## src/rtl/ptp_pkg.sv

```systemverilog
package ptp_pkg;

    // fixed-point layout
    localparam int Q_BITS = 16;
    localparam int CFG_INDEX_W = 3;
    localparam int CFG_DATA_W = 32;
    localparam logic [31:0] PIXEL_COLOR = 32'hFF00_00FF;

    // configuration register indexes
    typedef enum logic [CFG_INDEX_W-1:0] {
        REG_CAMERA_SCALE = 3'd0,
        REG_PITCH_COSINE = 3'd1,
        REG_PITCH_SINE   = 3'd2,
        REG_YAW_COSINE   = 3'd3,
        REG_YAW_SINE     = 3'd4,
        REG_SCREEN_SCALE = 3'd5,
        REG_OFFSET_X_PX  = 3'd6,
        REG_OFFSET_Y_PX  = 3'd7
    } ptp_reg_t;

    // configuration register contents
    typedef struct packed {
        logic        [31:0] camera_scale;
        logic signed [17:0] pitch_cosine;
        logic signed [17:0] pitch_sine;
        logic signed [17:0] yaw_cosine;
        logic signed [17:0] yaw_sine;
        logic        [31:0] screen_scale;
        logic signed [31:0] offset_x_px;
        logic signed [31:0] offset_y_px;
    } ptp_cfg_t;

    // input word
    typedef struct packed {
        logic signed [31:0] point_x;
        logic signed [31:0] point_y;
        logic signed [31:0] point_z;
    } ptp_point_t;

    // output word
    typedef struct packed {
        logic               plot;
        logic signed [15:0] pixel_x;
        logic signed [15:0] pixel_y;
        logic        [19:0] pixel_index;
        logic        [31:0] pixel_color;
    } ptp_pixel_t;

    // rotated and projected point, Q16.16
    typedef struct packed {
        logic signed [31:0] view_x;
        logic signed [31:0] view_y;
    } ptp_view_t;

    localparam logic signed [47:0] SAT32_MAX = 48'sh0000_7FFF_FFFF;
    localparam logic signed [47:0] SAT32_MIN = 48'shFFFF_8000_0000;
    localparam logic signed [32:0] SAT16_MAX = 33'sh0_0000_7FFF;
    localparam logic signed [32:0] SAT16_MIN = 33'sh1_FFFF_8000;

    // clamp to signed 32 bits
    function automatic logic signed [31:0] sat32(input logic signed [47:0] v);
        logic signed [31:0] r;
        if (v > SAT32_MAX)
        begin
            r = 32'sh7FFF_FFFF;
        end
        else if (v < SAT32_MIN)
        begin
            r = 32'sh8000_0000;
        end
        else
        begin
            r = v[31:0];
        end
        return r;
    endfunction

    // clamp to signed 16 bits
    function automatic logic signed [15:0] sat16(input logic signed [32:0] v);
        logic signed [15:0] r;
        if (v > SAT16_MAX)
        begin
            r = 16'sh7FFF;
        end
        else if (v < SAT16_MIN)
        begin
            r = 16'sh8000;
        end
        else
        begin
            r = v[15:0];
        end
        return r;
    endfunction

endpackage

```

## src/rtl/ptp_cfg_regs.sv

```systemverilog
module ptp_cfg_regs (
    input  logic                               clk,
    input  logic                               rst_n,
    input  logic                               cfg_write,
    input  logic [ptp_pkg::CFG_INDEX_W-1:0]    cfg_index,
    input  logic [ptp_pkg::CFG_DATA_W-1:0]     cfg_data,
    output ptp_pkg::ptp_cfg_t                  cfg
);
    import ptp_pkg::*;

    ptp_cfg_t cfg_reg;
    ptp_cfg_t cfg_next;

    // register write decode
    always_comb
    begin
        cfg_next = cfg_reg;
        if (cfg_write)
        begin
            unique case (ptp_reg_t'(cfg_index))
                REG_CAMERA_SCALE: cfg_next.camera_scale = cfg_data;
                REG_PITCH_COSINE: cfg_next.pitch_cosine = cfg_data[17:0];
                REG_PITCH_SINE:   cfg_next.pitch_sine   = cfg_data[17:0];
                REG_YAW_COSINE:   cfg_next.yaw_cosine   = cfg_data[17:0];
                REG_YAW_SINE:     cfg_next.yaw_sine     = cfg_data[17:0];
                REG_SCREEN_SCALE: cfg_next.screen_scale = cfg_data;
                REG_OFFSET_X_PX:  cfg_next.offset_x_px  = cfg_data;
                REG_OFFSET_Y_PX:  cfg_next.offset_y_px  = cfg_data;
                default:          cfg_next = cfg_reg;
            endcase
        end
    end

    always_ff @(posedge clk or negedge rst_n)
    begin
        if (!rst_n)
        begin
            cfg_reg.camera_scale <= 32'd65536;
            cfg_reg.pitch_cosine <= 18'sd65536;
            cfg_reg.pitch_sine   <= 18'sd0;
            cfg_reg.yaw_cosine   <= 18'sd65536;
            cfg_reg.yaw_sine     <= 18'sd0;
            cfg_reg.screen_scale <= 32'd65536;
            cfg_reg.offset_x_px  <= 32'sd33554432;
            cfg_reg.offset_y_px  <= 32'sd33554432;
        end
        else
        begin
            cfg_reg <= cfg_next;
        end
    end

    assign cfg = cfg_reg;

endmodule

```

## config.mk

```make
export PLATFORM = sky130hd
export DESIGN_NAME = ptp_cfg_regs
export DESIGN_NICKNAME = d
export VERILOG_FILES = /design/src/rtl/ptp_pkg.sv /design/src/rtl/ptp_cfg_regs.sv
export SDC_FILE = /design/constraint.sdc
export NUM_CORES = 1
export LEC_CHECK = 0
export ABC_AREA = 0
export BUFFER_PORTS_ARGS = -buffer_cell sky130_fd_sc_hd__buf_2
export CAP_MARGIN = 0
export CORE_MARGIN = 3
export CORE_UTILIZATION = 51
export DETAILED_ROUTE_END_ITERATION = 16
export PLACE_DENSITY = 0.8
export SLEW_MARGIN = 20
export SYNTH_ARGS = -nofsm -noshare
export SYNTH_HDL_FRONTEND = slang
export SYNTH_SLANG_ARGS = --single-unit
```

## constraint.sdc

```tcl
create_clock -name clk -period 1.24 [get_ports clk]
set_clock_uncertainty 0.2 [all_clocks]
set_input_delay 0.124 -clock clk [delete_from_list [all_inputs] [get_ports clk]]
set_output_delay 0.124 -clock clk [all_outputs]
set_load 0.005 [all_outputs]
```

; After elaboration in Yosys (flattened, before gate mapping)
; Cells that the tools add are included.
[word_totals]
ff_bits = 200
inputBits = 38
output_inout_bits = 200
word_cells = 24
[classes]
eq_ne = 7
reduce_logical = 9
[op_table]
columns = op, n
row1 = $reduce_and 2->1, 8
row2 = $eq 3x3->1 const B, 4
row3 = $eq 3x2->1 const B, 2
row4 = $eq 3x1->1 const B, 1
row5 = $logic_not 3->1, 1

; Longest topological paths before layout
[logic_depth]
depth_word = 2
mapped_depth = 5
depth_no_buf = 2

; Worst setup path before layout
; Ideal clock, no wire load.
[synth_path]
path_type = input to register
from = input cfg_index[1] (netlist bit)
to = register cfg_reg, in the netlist cfg[173]
setup_ps = 125
t_arrival_ps = 1188
t_required_ps = 915
slack_ps = -273
path_stages = 4
path_buffers = 2
path_cell_list = buf_4 -> nor4b_4 -> buf_6 -> mux2_2
[synth_via]
elab_chain_len = 2
[synth_lines]
columns = element, line_no
row1 = from (decl), ptp_cfg_regs.sv:5  ; input logic [ptp_pkg::CFG_INDEX_W-1:0] cfg_index,
row2 = $logic_not 3->1, ptp_cfg_regs.sv:20  ; unique case (ptp_reg_t'(cfg_index))
row3 = $reduce_and 2->1 (no line), -
row4 = to (signal assigned), ptp_cfg_regs.sv:49  ; cfg_reg <= cfg_next;
row5 = to (decl), ptp_cfg_regs.sv:11  ; ptp_cfg_t cfg_reg;
; No other way between the ends.
; A chain may end at the register's enable or synchronous reset.

; Final worst setup path
[layout_path]
from = register cfg_reg, in the netlist cfg[166]
to = output cfg[166] (netlist bit)
[layout_lines]
columns = element, line_no
row1 = to (decl), ptp_cfg_regs.sv:7  ; output ptp_pkg::ptp_cfg_t cfg
; No word-level cell between the ends.

==> metrics.csv <==
stage,metric,value,unit
timing,finalSetupTns,-4.61,ns
logic_synthesis,ys_ff_latch,200,
placement,port-buffer-count,237,
power,p_sw_frac,0.260,
die,start_util,0.532,
cells_and_area,num_antenna_cells,0,
drt,avgViaCountPerCell,5.12,
timing,min_period_over_period,1.13,
cts,clk_pin_slew_worst_paths,0.06,ns
cts,tritoncts,done,
cts,h-tree-depth,4,
drt,wl,20500,um
timing,rsz0062_at_grt,yes,
critical_path,cp.arrival,1.08,ns
die,pin_count,238,
timing,slew_violations,0,
critical_path,cp.buffers_inverters,1,
critical_path,critical_path.max_fanout,2,
drt,drt_pass1_iterations,6,
logic_synthesis,yosysTopAreaCell,dfrtp_1,
critical_path,critPathLaunchType,flop,
logic_synthesis,synthCells,431,
critical_path,startpoint,cfg[166],
critical_path,cp.required,0.92,ns
critical_path,rr_startpoint,cfg[180],
logic_synthesis,yosysWarnings,0,
critical_path,crit_family,flip-flops,
run_status,outcome,"complete, but fails checks",
power,p_leak,5.55,nW
timing,setup_viol,195,
global_routing,grt_pass1_vias,5662,
power,power.clock.fraction,0.280,
cells_and_area,final_nets,860,
power,internal_power,14.4,mW
timing,fin_hold_ws,-0.0331,ns
placement,globalplace.congestion,0.765,
timing,maxSlewHeadroom,0.788,
drt,drt_iter0_drc,232,
timing,finalCriticalPeriod,1.40,ns
global_routing,grt_max_degree,44,
cts,clock-sinks,200,
timing,worst_slew_pin_slew,0.318,ns
logic_synthesis,yosysSeqAreaShare,0.664,
drt,routedWlPerCell,20.2,um
logic_synthesis,netlist_top_cells_area,"dfrtp_1 (64%), mux2_2 (30%), dfstp_2 (2.1%)",
drt,ant_nets,0,
power,power_switching,5.07,mW
critical_path,endpoint_kind,output pin,
placement,post-place-ws,-0.350,ns
global_routing,gr-total-overflow,0,
die,die_w,128,um
cells_and_area,largest_reg_flops,200,
global_routing,antenna_found_initial,0,
die,core_area,14200,um^2
cts,cts_made_buffers,17,
run_status,violations,"negative hold slack, negative setup slack",
cts,root_buffer,clkbuf_16,
drt,drc_errors,0,
placement,hpwlAfterDp,12900,um
logic_synthesis,avgSynthCellArea,17.5,um^2
logic_synthesis,syn_nets,469,
logic_synthesis,synth.distinct_cells,13,
cts,clock_path_buffers,2,
timing,max_freq,713,MHz
critical_path,path_cells,buf_6,
power,ir_drop,1.19,mV
power,p_seq_frac,0.452,
critical_path,slowest_delay,0.56,ns
logic_synthesis,synth_area,7550,um^2
die,fp.dieH,128,um
drt,vias,5198,
critical_path,path_class,flop to output pin,
die,die-area,16300,um^2
timing,final.setup.worst_slack,-0.162,ns
timing,hold_violations,16,
min_path,hold_path.class,input port to async pin,
global_routing,grt_usage,0.249,
cts,cts_hold_buf,33,
cells_and_area,post_route_cells_drive_above_1_share,0.719,
critical_path,critPathSlowestCell,dfstp_2,
die,fp-row-count,43,
power,power_density,1760,nW/um^2
logic_synthesis,synth_top_area_frac,0.643,
job,cap_violations,0,
cells_and_area,area_delta_synth_final,46.7,%
global_routing,grt_pass1_wl,31200,um
power,power_frac_comb,0.268,
cts,insertion_delay,0.42,ns
## what timing repair did
action	4_1_cts	5_1_grt
setup buffers	62	40
hold endpoints to repair	400	6
cloned	0	0
setup endpoints to repair	200	200
gates resized for setup	4	2
## cell usage in the layout (no fill, tap or decap)
cell type / count
buf_2: 230
dfrtp_1: 194
buf_12: 13
buf_6: 6
clkinvlp_4: 6
clkbuf_16: 17
clkbuf_8: 3
dfstp_2: 6
clkinv_4: 1
and4bb_2: 2
nand4_1: 1
nand4b_4: 1
buf_4: 112
clkbuf_1: 2
mux2_1: 2
bufinv_16: 2
and4bb_1: 1
mux2_2: 136
nand4b_1: 2
nor4b_4: 1
mux2_4: 62
clkinv_2: 2
dlygate4sd3_1: 33
## metal layers
| metal | vias up | global-route usage | wire length [um] |
|---|---|---|---|
| met3 | 21 | 0.0713 | 1440 |
| met1 | 2688 | 0.320 | 8490 |
| li1 | 2309 | - | - |
| met5 | - | 0 | 0 |
| met4 | 0 | 0.0799 | 227 |
| met2 | 180 | 0.413 | 10300 |
## final cells by class
class,instances,area [um^2]
Clock inverter,11,124
Timing Repair Buffer,395,2660
Multi-Input combinational cell,208,2590
Fill cell,765,3120
Clock buffer,21,460
Tap cell,180,225
Sequential cell,200,5010
## cells in the mapped netlist (all sizes together)
master / n
and4bb: 3
buf: 23
dfrtp: 194
dfstp: 6
mux2: 200
nand4: 1
nand4b: 3
nor4b: 1
## kinds of logic after synthesis
logic type | share of synthesized area
AND/OR/NAND/NOR | 0.0144
flip-flops | 0.664
multiplexers | 0.298
buffers and inverters | 0.0237
## final timing paths
kind,endpoint,slack (ns),depth (start not counted)
max,cfg[166],-0.16,1
min in group clk,cfg[114],0.12,4
max in group asynchronous,cfg[80],0.31,3
min reg2reg,cfg[182],0.29,1
max reg2reg,cfg[180],-0.01,3
min,cfg[121],-0.03,2
## power by group through the flow
stage	clock network, mW	logic, mW	registers, mW
global placement	0	3.84	8.79
finish	5.46	5.21	8.80
global route	5.83	5.62	8.95
CTS	5.53	4.78	8.75
floorplan	0	1.66	8.92
detailed placement	0	3.97	8.88
## through the flow
stage,instance area (um^2),power [mW],util,instances,hold WS [ns]
after global placement,9360,12.6,0.659,848,-0.155
final,11100,19.5,0.780,1015,-0.0331
after CTS,10800,19.1,0.758,975,-0.0295
after floorplan,7890,10.6,-,431,-0.372
after global routing,11100,20.4,0.780,1015,-0.0125
after detailed placement,9360,12.9,0.659,848,-0.155
Note: power is estimated with default switching activity, not from simulation.
